$ cat config.mk
export PLATFORM = sky130hd
export DESIGN_NAME = smoothstep_trajectory_generator
export DESIGN_NICKNAME = d
export VERILOG_FILES = /design/src/sv/sstg_pkg.sv /design/src/sv/sstg_mul.sv /design/src/sv/sstg_div.sv /design/src/sv/smoothstep_trajectory_generator.sv
export SDC_FILE = /design/constraint.sdc
export NUM_CORES = 2
export LEC_CHECK = 0
export BUFFER_PORTS_ARGS = -buffer_cell sky130_fd_sc_hd__clkbuf_2
export CORE_ASPECT_RATIO = 0.5
export CORE_UTILIZATION = 30
export DETAILED_ROUTE_END_ITERATION = 10
export REMOVE_ABC_BUFFERS = 1
export SKIP_LAST_GASP = 1
export SYNTH_ARGS = -nofsm -noshare
export SYNTH_HDL_FRONTEND = slang
export SYNTH_HIERARCHICAL = 1
export SYNTH_SLANG_ARGS = --single-unit
$ cat constraint.sdc
create_clock -name i_clk -period 14.3 [get_ports i_clk]
set_input_delay 1.43 -clock i_clk [delete_from_list [all_inputs] [get_ports i_clk]]
set_output_delay 1.43 -clock i_clk [all_outputs]
set_load 0.005 [all_outputs]
$ cat src/sv/sstg_pkg.sv
// ----------------------------------------------------------------------------
// sstg_pkg
// Types and constants of the smoothstep trajectory generator.
// ----------------------------------------------------------------------------
package sstg_pkg;

    // Largest point count of one trajectory
    localparam logic [12:0] MAX_POINTS    = 13'd4096;
    // 1.5 times one million microseconds per second
    localparam logic [31:0] TIME_SCALE    = 32'd1500000;

    // Divider step counts: point offset and point count
    localparam int          DIV_STEP_W    = 6;
    localparam logic [5:0]  DIV_STEPS_PT  = 6'd32;
    localparam logic [5:0]  DIV_STEPS_CNT = 6'd13;
    localparam int          DIV_REM_W     = 51;

    // Opcodes
    localparam logic [1:0]  OP_START  = 2'd0;
    localparam logic [1:0]  OP_NEXT   = 2'd1;
    localparam logic [1:0]  OP_FETCH  = 2'd2;
    localparam logic [1:0]  OP_STATUS = 2'd3;

    // Configuration register indexes
    localparam int          CFG_IDX_W    = 1;
    localparam logic [0:0]  REG_MAX_VEL  = 1'b0;
    localparam logic [0:0]  REG_TICK_US  = 1'b1;
    localparam int          CFG_DATA_W   = 31;

    typedef struct packed {
        logic [1:0]         opcode;
        logic signed [31:0] start_position;
        logic signed [31:0] target_position;
        logic [11:0]        wanted_index;
    } t_in_req;

    typedef struct packed {
        logic signed [31:0] position;
        logic [11:0]        point_index;
        logic [12:0]        point_count;
        logic               done_res;
    } t_out_res;

    typedef struct packed {
        logic                  load;
        logic [DIV_STEP_W-1:0] steps;
    } t_div_cmd;

endpackage

$ cat src/sv/sstg_mul.sv
// ----------------------------------------------------------------------------
// sstg_mul
// Shared 32 x 32 unsigned multiplier with a registered product.
// ----------------------------------------------------------------------------
module sstg_mul (
    input  logic        i_clk,
    input  logic [31:0] i_a,
    input  logic [31:0] i_b,
    output logic [63:0] o_prod
);
    logic [63:0] r_prod;

    // Register the product of the operands chosen by the sequencer
    always_ff @(posedge i_clk) begin
        r_prod <= 64'(i_a) * 64'(i_b);
    end

    assign o_prod = r_prod;

endmodule

$ cat src/sv/sstg_div.sv
// ----------------------------------------------------------------------------
// sstg_div
// Restoring divider, one quotient bit per cycle through a shared subtractor.
// ----------------------------------------------------------------------------
module sstg_div (
    input  logic                           i_clk,
    input  logic                           i_rst_n,
    input  sstg_pkg::t_div_cmd             i_cmd,
    input  logic [sstg_pkg::DIV_REM_W-1:0] i_rem_init,
    input  logic [31:0]                    i_low,
    input  logic [sstg_pkg::DIV_REM_W-1:0] i_divisor,
    output logic                           o_busy,
    output logic [31:0]                    o_quot,
    output logic [sstg_pkg::DIV_REM_W-1:0] o_rem
);
    import sstg_pkg::*;

    logic [DIV_REM_W-1:0]  r_rem;
    logic [DIV_REM_W-1:0]  r_div;
    logic [31:0]           r_low;
    logic [31:0]           r_quot;
    logic [DIV_STEP_W-1:0] r_cnt;
    logic                  r_busy;

    logic [DIV_REM_W:0]    w_trial;
    logic [DIV_REM_W:0]    w_diff;
    logic                  w_fit;

    // Shift in the next dividend bit and trial-subtract the divisor
    assign w_trial = {r_rem, r_low[31]};
    assign w_diff  = w_trial - {1'b0, r_div};
    assign w_fit   = (w_trial >= {1'b0, r_div});

    // Count the steps
    always_ff @(posedge i_clk) begin
        if (!i_rst_n) begin
            r_busy <= 1'b0;
            r_cnt  <= '0;
        end else if (i_cmd.load) begin
            r_busy <= 1'b1;
            r_cnt  <= i_cmd.steps;
        end else if (r_busy) begin
            r_cnt <= r_cnt - 1'b1;
            if (r_cnt == 1) begin
                r_busy <= 1'b0;
            end
        end
    end

    // Load the operands, then advance remainder and quotient
    always_ff @(posedge i_clk) begin
        if (i_cmd.load) begin
            r_rem  <= i_rem_init;
            r_low  <= i_low;
            r_div  <= i_divisor;
            r_quot <= '0;
        end else if (r_busy) begin
            r_rem  <= w_fit ? w_diff[DIV_REM_W-1:0] : w_trial[DIV_REM_W-1:0];
            r_low  <= {r_low[30:0], 1'b0};
            r_quot <= {r_quot[30:0], w_fit};
        end
    end

    assign o_busy = r_busy;
    assign o_quot = r_quot;
    assign o_rem  = r_rem;

endmodule

$ cat src/sv/smoothstep_trajectory_generator.sv
// ----------------------------------------------------------------------------
// smoothstep_trajectory_generator
// Smoothstep motion setpoint generator with one shared multiplier and divider.
// ----------------------------------------------------------------------------
// Usage:
//   Input channel (i_in_valid / o_in_stall) carries one request: start a
//   trajectory, step to the next point, fetch a point at an index, or read
//   the status. Every request gives exactly one result on the output channel
//   (o_out_valid / i_out_stall).
//   A start request works two products and a division of 13 quotient bits;
//   a next or fetch request works six products and a division of 32
//   quotient bits; a status request works neither.
//   The multiplier and the one-bit-per-cycle divider are shared, so one
//   request is worked at a time; o_in_stall is high from acceptance until
//   the result is loaded into the output register. The next request is then
//   accepted while that result still waits to be taken.
//   If the receiver stalls, the result holds and the block waits before
//   loading the following one. The write port sets max velocity (index 0)
//   and tick period (index 1); the user must write them only while the
//   block is idle, which the block itself does not enforce.
//   Reset (synchronous, active low) restores both registers, sets the point
//   count to one and the finished flag, and empties the output register.
// ----------------------------------------------------------------------------
module smoothstep_trajectory_generator (
    input  logic                            i_clk,
    input  logic                            i_rst_n,
    input  logic                            i_in_valid,
    output logic                            o_in_stall,
    input  sstg_pkg::t_in_req               i_in_data,
    output logic                            o_out_valid,
    input  logic                            i_out_stall,
    output sstg_pkg::t_out_res              o_out_data,
    input  logic                            i_cfg_we,
    input  logic [sstg_pkg::CFG_IDX_W-1:0]  i_cfg_index,
    input  logic [sstg_pkg::CFG_DATA_W-1:0] i_cfg_data
);
    import sstg_pkg::*;

    localparam logic [3:0] S_IDLE = 4'd0;
    localparam logic [3:0] S_ST0  = 4'd1;
    localparam logic [3:0] S_ST1  = 4'd2;
    localparam logic [3:0] S_ST2  = 4'd3;
    localparam logic [3:0] S_ST3  = 4'd4;
    localparam logic [3:0] S_PT0  = 4'd5;
    localparam logic [3:0] S_PT1  = 4'd6;
    localparam logic [3:0] S_PT2  = 4'd7;
    localparam logic [3:0] S_PT3  = 4'd8;
    localparam logic [3:0] S_PT4  = 4'd9;
    localparam logic [3:0] S_PT5  = 4'd10;
    localparam logic [3:0] S_PT6  = 4'd11;
    localparam logic [3:0] S_PT7  = 4'd12;
    localparam logic [3:0] S_OUT  = 4'd13;

    logic [3:0]         r_state;
    logic [3:0]         n_state;

    // Configuration
    logic [30:0]        r_max_vel;
    logic [19:0]        r_tick_us;

    // Trajectory state
    logic signed [31:0] r_origin;
    logic [31:0]        r_mag;
    logic               r_neg;
    logic [12:0]        r_count;
    logic [11:0]        r_cur_index;
    logic [31:0]        r_last_point;
    logic               r_done;

    // Working registers
    logic [52:0]        r_num;
    logic [36:0]        r_q;
    logic [36:0]        r_d;
    logic [63:0]        r_acc;

    // Output register
    t_out_res           r_out;
    logic               r_out_valid;

    logic               w_accept;
    logic               w_out_free;
    logic               w_push;
    logic signed [32:0] w_dist;
    logic [32:0]        w_abs;
    logic [12:0]        w_req_idx;
    logic [12:0]        w_last_idx;
    logic [12:0]        w_s;
    logic [14:0]        w_blend;
    logic [68:0]        w_full;
    logic [12:0]        w_cnt_ceil;
    logic [12:0]        w_cnt;
    logic               w_round;
    logic [32:0]        w_off;
    logic [32:0]        w_pos;

    logic [31:0]        w_mul_a;
    logic [31:0]        w_mul_b;
    logic [63:0]        w_prod;

    t_div_cmd             w_div_cmd;
    logic [DIV_REM_W-1:0] w_div_rem;
    logic [31:0]          w_div_low;
    logic [DIV_REM_W-1:0] w_div_den;
    logic                 w_div_busy;
    logic [31:0]          w_div_quot;
    logic [DIV_REM_W-1:0] w_div_r;

    sstg_mul u_mul (
        .i_clk  (i_clk),
        .i_a    (w_mul_a),
        .i_b    (w_mul_b),
        .o_prod (w_prod)
    );

    sstg_div u_div (
        .i_clk      (i_clk),
        .i_rst_n    (i_rst_n),
        .i_cmd      (w_div_cmd),
        .i_rem_init (w_div_rem),
        .i_low      (w_div_low),
        .i_divisor  (w_div_den),
        .o_busy     (w_div_busy),
        .o_quot     (w_div_quot),
        .o_rem      (w_div_r)
    );

    // Handshake
    assign o_in_stall = (r_state != S_IDLE);
    assign w_accept   = i_in_valid && !o_in_stall;
    assign w_out_free = !r_out_valid || !i_out_stall;
    assign w_push     = (r_state == S_OUT) && w_out_free;

    // Distance and its magnitude for a start request
    assign w_dist = $signed({i_in_data.target_position[31], i_in_data.target_position})
                  - $signed({i_in_data.start_position[31], i_in_data.start_position});
    assign w_abs  = w_dist[32] ? (33'd0 - w_dist) : w_dist;

    // Requested index before clamping
    assign w_req_idx  = (i_in_data.opcode == OP_NEXT) ? ({1'b0, r_cur_index} + 13'd1)
                                                      : {1'b0, i_in_data.wanted_index};
    assign w_last_idx = r_count - 13'd1;

    // Point terms: s = i + 1, 3n - 2s, and the full product of distance and q
    assign w_s     = {1'b0, r_cur_index} + 13'd1;
    assign w_blend = ({2'b0, r_count} + {1'b0, r_count, 1'b0}) - {1'b0, w_s, 1'b0};
    assign w_full  = {5'b0, r_acc} + {w_prod[36:0], 32'b0};

    // Point count: ceiling of the quotient, saturated and at least one
    assign w_cnt_ceil = {1'b0, w_div_quot[11:0]} + {12'b0, (w_div_r != '0)};
    always_comb begin
        priority if (r_mag == 32'd0) begin
            w_cnt = 13'd1;
        end else if (w_div_quot[12]) begin
            w_cnt = MAX_POINTS;
        end else if (w_cnt_ceil == 13'd0) begin
            w_cnt = 13'd1;
        end else begin
            w_cnt = w_cnt_ceil;
        end
    end

    // Point value: round to nearest, then apply the sign of the distance
    assign w_round = ({w_div_r, 1'b0} >= {15'b0, r_d});
    assign w_off   = {1'b0, w_div_quot} + {32'b0, w_round};
    assign w_pos   = r_neg ? ({r_origin[31], r_origin} - w_off)
                           : ({r_origin[31], r_origin} + w_off);

    // Select multiplier operands
    always_comb begin
        unique case (r_state)
            S_ST0: begin
                w_mul_a = r_mag;
                w_mul_b = TIME_SCALE;
            end
            S_ST1: begin
                w_mul_a = {1'b0, r_max_vel};
                w_mul_b = {12'b0, r_tick_us};
            end
            S_PT0: begin
                w_mul_a = {19'b0, w_s};
                w_mul_b = {19'b0, w_s};
            end
            S_PT1: begin
                w_mul_a = {7'b0, w_prod[24:0]};
                w_mul_b = {17'b0, w_blend};
            end
            S_PT2: begin
                w_mul_a = {19'b0, r_count};
                w_mul_b = {19'b0, r_count};
            end
            S_PT3: begin
                w_mul_a = {7'b0, w_prod[24:0]};
                w_mul_b = {19'b0, r_count};
            end
            S_PT4: begin
                w_mul_a = r_mag;
                w_mul_b = r_q[31:0];
            end
            S_PT5: begin
                w_mul_a = r_mag;
                w_mul_b = {27'b0, r_q[36:32]};
            end
            default: begin
                w_mul_a = '0;
                w_mul_b = '0;
            end
        endcase
    end

    // Load the divider for the count or the point offset
    always_comb begin
        w_div_cmd.load  = 1'b0;
        w_div_cmd.steps = DIV_STEPS_PT;
        w_div_rem       = {14'b0, w_full[68:32]};
        w_div_low       = w_full[31:0];
        w_div_den       = {14'b0, r_d};
        if (r_state == S_ST2) begin
            w_div_cmd.load  = 1'b1;
            w_div_cmd.steps = DIV_STEPS_CNT;
            w_div_rem       = {11'b0, r_num[52:13]};
            w_div_low       = {r_num[12:0], 19'b0};
            w_div_den       = w_prod[DIV_REM_W-1:0];
        end else if (r_state == S_PT6) begin
            w_div_cmd.load  = 1'b1;
        end
    end

    // Sequencer next state
    always_comb begin
        n_state = r_state;
        unique case (r_state)
            S_IDLE: begin
                if (w_accept) begin
                    unique case (i_in_data.opcode)
                        OP_START:  n_state = S_ST0;
                        OP_NEXT:   n_state = S_PT0;
                        OP_FETCH:  n_state = S_PT0;
                        OP_STATUS: n_state = S_OUT;
                    endcase
                end
            end
            S_ST0: n_state = S_ST1;
            S_ST1: n_state = S_ST2;
            S_ST2: n_state = S_ST3;
            S_ST3: if (!w_div_busy) n_state = S_OUT;
            S_PT0: n_state = S_PT1;
            S_PT1: n_state = S_PT2;
            S_PT2: n_state = S_PT3;
            S_PT3: n_state = S_PT4;
            S_PT4: n_state = S_PT5;
            S_PT5: n_state = S_PT6;
            S_PT6: n_state = S_PT7;
            S_PT7: if (!w_div_busy) n_state = S_OUT;
            S_OUT: if (w_out_free) n_state = S_IDLE;
            default: n_state = S_IDLE;
        endcase
    end

    always_ff @(posedge i_clk) begin
        if (!i_rst_n) begin
            r_state <= S_IDLE;
        end else begin
            r_state <= n_state;
        end
    end

    // Write configuration registers
    always_ff @(posedge i_clk) begin
        if (!i_rst_n) begin
            r_max_vel <= 31'd65536;
            r_tick_us <= 20'd1000;
        end else if (i_cfg_we) begin
            unique case (i_cfg_index)
                REG_MAX_VEL: r_max_vel <= i_cfg_data;
                REG_TICK_US: r_tick_us <= i_cfg_data[19:0];
            endcase
        end
    end

    // Update trajectory state on acceptance and at the end of the work
    always_ff @(posedge i_clk) begin
        if (!i_rst_n) begin
            r_origin     <= '0;
            r_mag        <= '0;
            r_neg        <= 1'b0;
            r_count      <= 13'd1;
            r_cur_index  <= '0;
            r_last_point <= '0;
            r_done       <= 1'b1;
        end else begin
            if (w_accept) begin
                if (i_in_data.opcode == OP_START) begin
                    r_origin <= i_in_data.start_position;
                    r_mag    <= w_abs[31:0];
                    r_neg    <= w_dist[32];
                end else if (i_in_data.opcode != OP_STATUS) begin
                    if (w_req_idx > w_last_idx) begin
                        r_cur_index <= w_last_idx[11:0];
                        r_done      <= 1'b1;
                    end else begin
                        r_cur_index <= w_req_idx[11:0];
                    end
                end
            end
            if ((r_state == S_ST3) && !w_div_busy) begin
                r_count      <= w_cnt;
                r_cur_index  <= '0;
                r_last_point <= r_origin;
                r_done       <= 1'b0;
            end
            if ((r_state == S_PT7) && !w_div_busy) begin
                r_last_point <= w_pos[31:0];
            end
        end
    end

    // Capture intermediate products
    always_ff @(posedge i_clk) begin
        if (r_state == S_ST1) begin
            r_num <= w_prod[52:0];
        end
        if (r_state == S_PT2) begin
            r_q <= w_prod[36:0];
        end
        if (r_state == S_PT4) begin
            r_d <= w_prod[36:0];
        end
        if (r_state == S_PT5) begin
            r_acc <= w_prod;
        end
    end

    // Output register: load the result, drop valid once taken
    always_ff @(posedge i_clk) begin
        if (!i_rst_n) begin
            r_out_valid <= 1'b0;
        end else if (w_push) begin
            r_out_valid <= 1'b1;
        end else if (!i_out_stall) begin
            r_out_valid <= 1'b0;
        end
    end

    always_ff @(posedge i_clk) begin
        if (w_push) begin
            r_out.position    <= r_last_point;
            r_out.point_index <= r_cur_index;
            r_out.point_count <= r_count;
            r_out.done_res    <= r_done;
        end
    end

    assign o_out_valid = r_out_valid;
    assign o_out_data  = r_out;

endmodule

After elaboration in Yosys (flattened, before gate mapping)
Cells that the tools add are included.
{"block": "totals", "reg_bits": 665, "input_bits": 115, "output_inout_bits": 60}
{"block": "classes", "add_sub_neg": 13, "n_mul": 1, "magnitude_cmp": 3, "n_eq_ne": 23, "n_mux": 39, "bitwise": 3, "reduce_logical": 32}
{"operator": "$mux 32", "n": 7}
{"operator": "$pmux 32 s7", "n": 1}
{"operator": "$pmux 32 s5", "n": 1}
{"operator": "$mux 51", "n": 3}
{"operator": "$add 64x69->69", "n": 1}
{"operator": "$mul 32x32->64", "n": 1}
{"operator": "$ge 52x37->1", "n": 1}
{"operator": "$ge 52x51->1", "n": 1}
{"operator": "$mux 13", "n": 4}
{"operator": "$pmux 4 s13", "n": 1}
{"operator": "$reduce_bool 51->1", "n": 1}
{"operator": "$sub 51x51->51", "n": 1}
{"operator": "$mux 40", "n": 1}
{"operator": "$mux 37", "n": 1}
{"operator": "$sub 32x32->33", "n": 1}
{"operator": "$add 32x1->32", "n": 1}
{"operator": "$add 32x32->32", "n": 1}
{"operator": "$logic_not 32->1", "n": 1}
{"operator": "$sub 1x32->32 const A", "n": 1}
{"operator": "$sub 32x32->32", "n": 1}
{"operator": "$eq 4x4->1 const B", "n": 6}
{"operator": "$mux 6", "n": 3}
{"operator": "$eq 4x3->1 const B", "n": 4}
{"operator": "$add 13x14->15", "n": 1}
{"operator": "other kinds (31)", "n": 69}

Longest topological paths before layout
{"block": "logic_depth", "ltp_word": 8, "depth_mapped": 46, "depth_no_buf": 44}

Modules after synthesis
The synthesis kept the hierarchy.
{"module": "sstg_mul", "n_inst": 1, "cells_per_inst": 3725, "area_each_um2": 34448.0}
{"module": "smoothstep_trajectory_generator", "n_inst": 1, "cells_per_inst": 3020, "area_each_um2": 26972.1}
{"module": "sstg_div", "n_inst": 1, "cells_per_inst": 1022, "area_each_um2": 10153.5}

Worst setup path before layout
No wires, ideal clock.
{"block": "synth_timing", "path_kind": "register -> register", "startpoint": "register r_state[3]", "endpoint": "register u_mul.r_prod[63] (netlist: u_mul/o_prod[63])", "arrival_time_ns": 10.861, "path_slack_ns": 3.325, "path_stages_with_launch": 30, "path_buffers": 3, "period_less_slack_ns": 10.975, "cell_sequence": "dfxtp_1 -> clkbuf_1 -> nand2b_1 -> nor2_1 -> a221oi_1 -> o211ai_1 -> clkbuf_1 -> nand2_1 -> fa_1 -> inv_1 -> fa_1 -> inv_1 -> fa_1 -> fa_1 -> inv_1 -> fa_1 -> fa_1 -> fa_1 -> fa_1 -> ha_1 -> clkbuf_1 -> nand4_1 -> or3_1 -> or3_1 -> a31oi_1 -> nor2_1 -> o211ai_1 -> o21a_1 -> a31oi_1 -> o21a_1"}
{"block": "synth_between", "elab_chain_len": 4, "word_cells_on_any_way": 14}
{"item": "start, declared", "line_no": "smoothstep_trajectory_generator.sv:54", "rtl": "logic [3:0] r_state;"}
{"item": "start signal, assigned", "line_no": "smoothstep_trajectory_generator.sv:263", "rtl": "r_state <= n_state;"}
{"item": "$eq 4x3->1 or $eq 4x4->1 (tied branches)", "line_no": "smoothstep_trajectory_generator.sv:170", "rtl": "unique case (r_state)"}
{"item": "$reduce_or 2->1 (no source line)"}
{"item": "$pmux 32 s7 (*)", "line_no": "smoothstep_trajectory_generator.sv:170"}
{"item": "net w_mul_b[2]", "line_no": "smoothstep_trajectory_generator.sv:97", "rtl": "logic [31:0] w_mul_b;"}
{"item": "$mul 32x32->64 (*)", "line_no": "sstg_mul.sv:15", "rtl": "r_prod <= 64'(i_a) * 64'(i_b);"}
{"item": "end signal, assigned", "line_no": "sstg_mul.sv:15"}
{"item": "end, declared", "line_no": "sstg_mul.sv:11", "rtl": "logic [63:0] r_prod;"}
The timed path passes the listed nets; every way through them passes the cells marked *.
A chain may end at the register's enable or synchronous reset.

Final worst setup path
{"block": "layout_timing", "startpoint": "register r_cur_index[0]", "endpoint": "register u_mul.r_prod[62] (netlist: u_mul/o_prod[62])"}
{"block": "layout_between", "elab_chain_len": 4, "word_cells_on_any_way": 5}
{"item": "start, declared", "line_no": "smoothstep_trajectory_generator.sv:66", "rtl": "logic [11:0] r_cur_index;"}
{"item": "start signal, assigned", "line_no": "smoothstep_trajectory_generator.sv:298", "rtl": "r_cur_index <= w_last_idx[11:0];"}
{"item": "start signal, assigned", "line_no": "smoothstep_trajectory_generator.sv:301", "rtl": "r_cur_index <= w_req_idx[11:0];"}
{"item": "$add 12x1->13", "line_no": "smoothstep_trajectory_generator.sv:144", "rtl": "assign w_s = {1'b0, r_cur_index} + 13'd1;"}
{"item": "$sub 15x14->15", "line_no": "smoothstep_trajectory_generator.sv:145", "rtl": "assign w_blend = ({2'b0, r_count} + {1'b0, r_count, 1'b0}) - {1'b0, w_s, 1'b0};"}
{"item": "$pmux 32 s7", "line_no": "smoothstep_trajectory_generator.sv:170"}
{"item": "net w_mul_b[13]", "line_no": "smoothstep_trajectory_generator.sv:97"}
{"item": "$mul 32x32->64", "line_no": "sstg_mul.sv:15"}
The timed path passes the listed nets, and every way through them passes these cells.

==> impl_metrics.toml <==
[status]
outcome = "completed"

[synthesis]
synth_common_cells = "1064 x inv_1, 1029 x nand2_1, 913 x fa_1"
synth-main-ff-cell = "edfxtp_1"
synth_area_leaders = "fa_1 26%, edfxtp_1 16%, ha_1 8.4%"
async_flop_share_pct = 0
syn-instance-count = 7767
yosysMostFrequentCell = "inv_1"
ys_types = 116
ys_seq_area_share_pct = 24.0
synth.avg_cell_area_um2 = 9.22
yosysTopAreaCellShare_pct = 25.5
netlist_area_um2 = 71600
yosys_warnings = 6
synth_edf_count = 383
synth-seq-cells = 665
synth_top_cell_by_area = "fa_1"

[final_layout]
seqCellArea_um2 = 17100
final_util_pct = 33.2
nFillCells = 24400
drive_gt1_share_pct = 7.20
area_delta_synth_final_pct = 9.75
instances_no_fill = 11000
multi_input_area_um2 = 49100
finalNetCount = 9253

[clocking]
insertion_delay_ps = 680
postCtsSetupBuffers = 0
cts-root-buf = "clkbuf_16"
htreeDepth = 3
cts_sinks = 665
holdBufCountCts = 0
clk_pin_slew_ps = 60
cts_tree = "done"
cts_buffer_depth = 3
cts_resized = 0
numCtsBuffers = 79

[worst_setup_path]
critPathKind = "reg -> reg"
crit_path_end_kind = "flip-flop"
crit_slowest_cell = "fa_1"
cp_common_cell = "fa_1"
critical_path_required_ps = 14900
slowest_delay_ps = 550
cp.arrival_ps = 12240
cp-start-kind = "flip-flop"
crit_fanout = 32

[timing]
finalCritPeriodShare_pct = 81.4
tightest_slew_ps = 1390
skew_ps = 31.1
whs_ps = 431
period_minus_slack_ps = 11640
slew_violations = 0
relSlewSlack_pct = 7.62
setup_viol = 0
finalHoldViolations = 0
fmax_mhz = 85.9
rsz0062_at_grt = "false"

[min_path]
min_path_type = "reg -> reg"

[global_route]
antenna_found_initial = 27
grt_pass1_vias = 56600
overflow = 0
grt_pass1_wl_mm = 350
grtUsageTotal_pct = 18.8
grt_max_degree = 93

[floorplanning]
die_y_um = 347
rows = 126
io_pins = 175
die_w_um = 693
core_area_um2 = 236000
start_util_pct = 30.3
die-area_um2 = 241000

[detailed_routing]
ant_nets = 0
vias = 56600
drc = 0
drt_wl_total_mm = 229
drt_iter0_markers = 4995
routed_via_density = 5.17
drtPass1Iterations = 7
routedWlPerCell_um = 20.9

[placement]
dpl.hpwl_mm = 169
dp.cells = 10800
io_buffers = 174
gp_congestion = 0.935

[pwr]
p_total_mw = 8.48
vdd_drop_max_mv = 0.167
powerDensity_nw_per_um2 = 108
power_leakage_nw = 34.5

[run]
drv_cap = 0
## layout make-up
class	instances	area share, %
Timing Repair Buffer	291	2.23
Antenna cell	13	0.0414
Clock inverter	38	0.542
Multi-Input combinational cell	5641	62.5
Tap cell	3136	4.99
Clock buffer	106	2.80
Sequential cell	665	21.8
Inverter	1066	5.10
## flip-flops by register name, summed over array words and instances, names as in the netlist, 37 cells and up
name	cells
u_div/r_div	51
r_num	53
o_out_data	58
r_q	37
r_d	37
r_acc	64
u_mul/o_prod	64
u_div/o_rem	51
## critical path: cells and delay by family (launching register included)
kind	cells	cell delay, ps
compound gates	15	3420
simple gates	6	1220
buf+inv	3	520
flops	1	500
xor+xnor	2	390
fa+ha+maj	12	5440
## report_power, final
group / leakage (nW) / total, mW / internal [mW] / switching (mW)
clock network: 1.27 / 2.06 / 1.17 / 0.887
logic: 27.4 / 3.82 / 1.27 / 2.55
registers: 5.79 / 2.61 / 2.35 / 0.250
## worst paths after layout
kind,startpoint,end,slack [ps],cells past startpoint
setup / recovery,r_cur_index[0],u_mul/o_prod[62],2660,38
hold / removal,r_last_point[29],o_out_data[55],430,0
hold reg to reg,r_last_point[29],o_out_data[55],430,0
setup reg to reg,r_cur_index[0],u_mul/o_prod[62],2660,38
## cell usage in the layout (no fill, tap or decap), types with 121 or more instances in the layout
cell type	Yosys	final
edfxtp_1	383	383
xor2_1	125	125
o21ai_0	255	254
dfxtp_1	282	280
a21oi_1	396	392
ha_1	481	481
nor2_1	339	334
nand2_1	1029	1029
a21o_1	130	130
fa_1	913	913
nand3_1	125	121
xnor2_1	169	169
and2_1	677	669
clkbuf_2	4	174
inv_1	1064	1055
## stage by stage
stage                     instance area (µm²)  setup TNS [ps]  setup WS [ps]
after floorplan                         70000           -9710           -678
after global placement                  75900               0           3080
after detailed placement                75900               0           2860
after CTS                               78500               0           2750
after global routing                    78500               0           2050
final                                   78600               0           2660
## kinds of logic after synthesis
kind of cell | Yosys count | synth area share (%)
AOI/OAI and AO/OA | 1288 | 11.8
and+or+nand+nor | 2558 | 17.5
other | 1 | 0.00524
adders and majority gates | 1394 | 33.9
buffers and inverters | 1473 | 7.81
muxes | 92 | 1.35
xor gates and xnor gates | 296 | 3.64
DFF | 665 | 24.0
## layer usage
metal	up-vias	wire length, µm	track usage [%]
li1	25400	-	-
met1	28700	98600	25.6
met2	2180	106000	30.6
met3	347	17800	2.91
met4	0	7510	6.12
met5	-	0	0
Note: power is estimated with default switching activity, not from simulation.
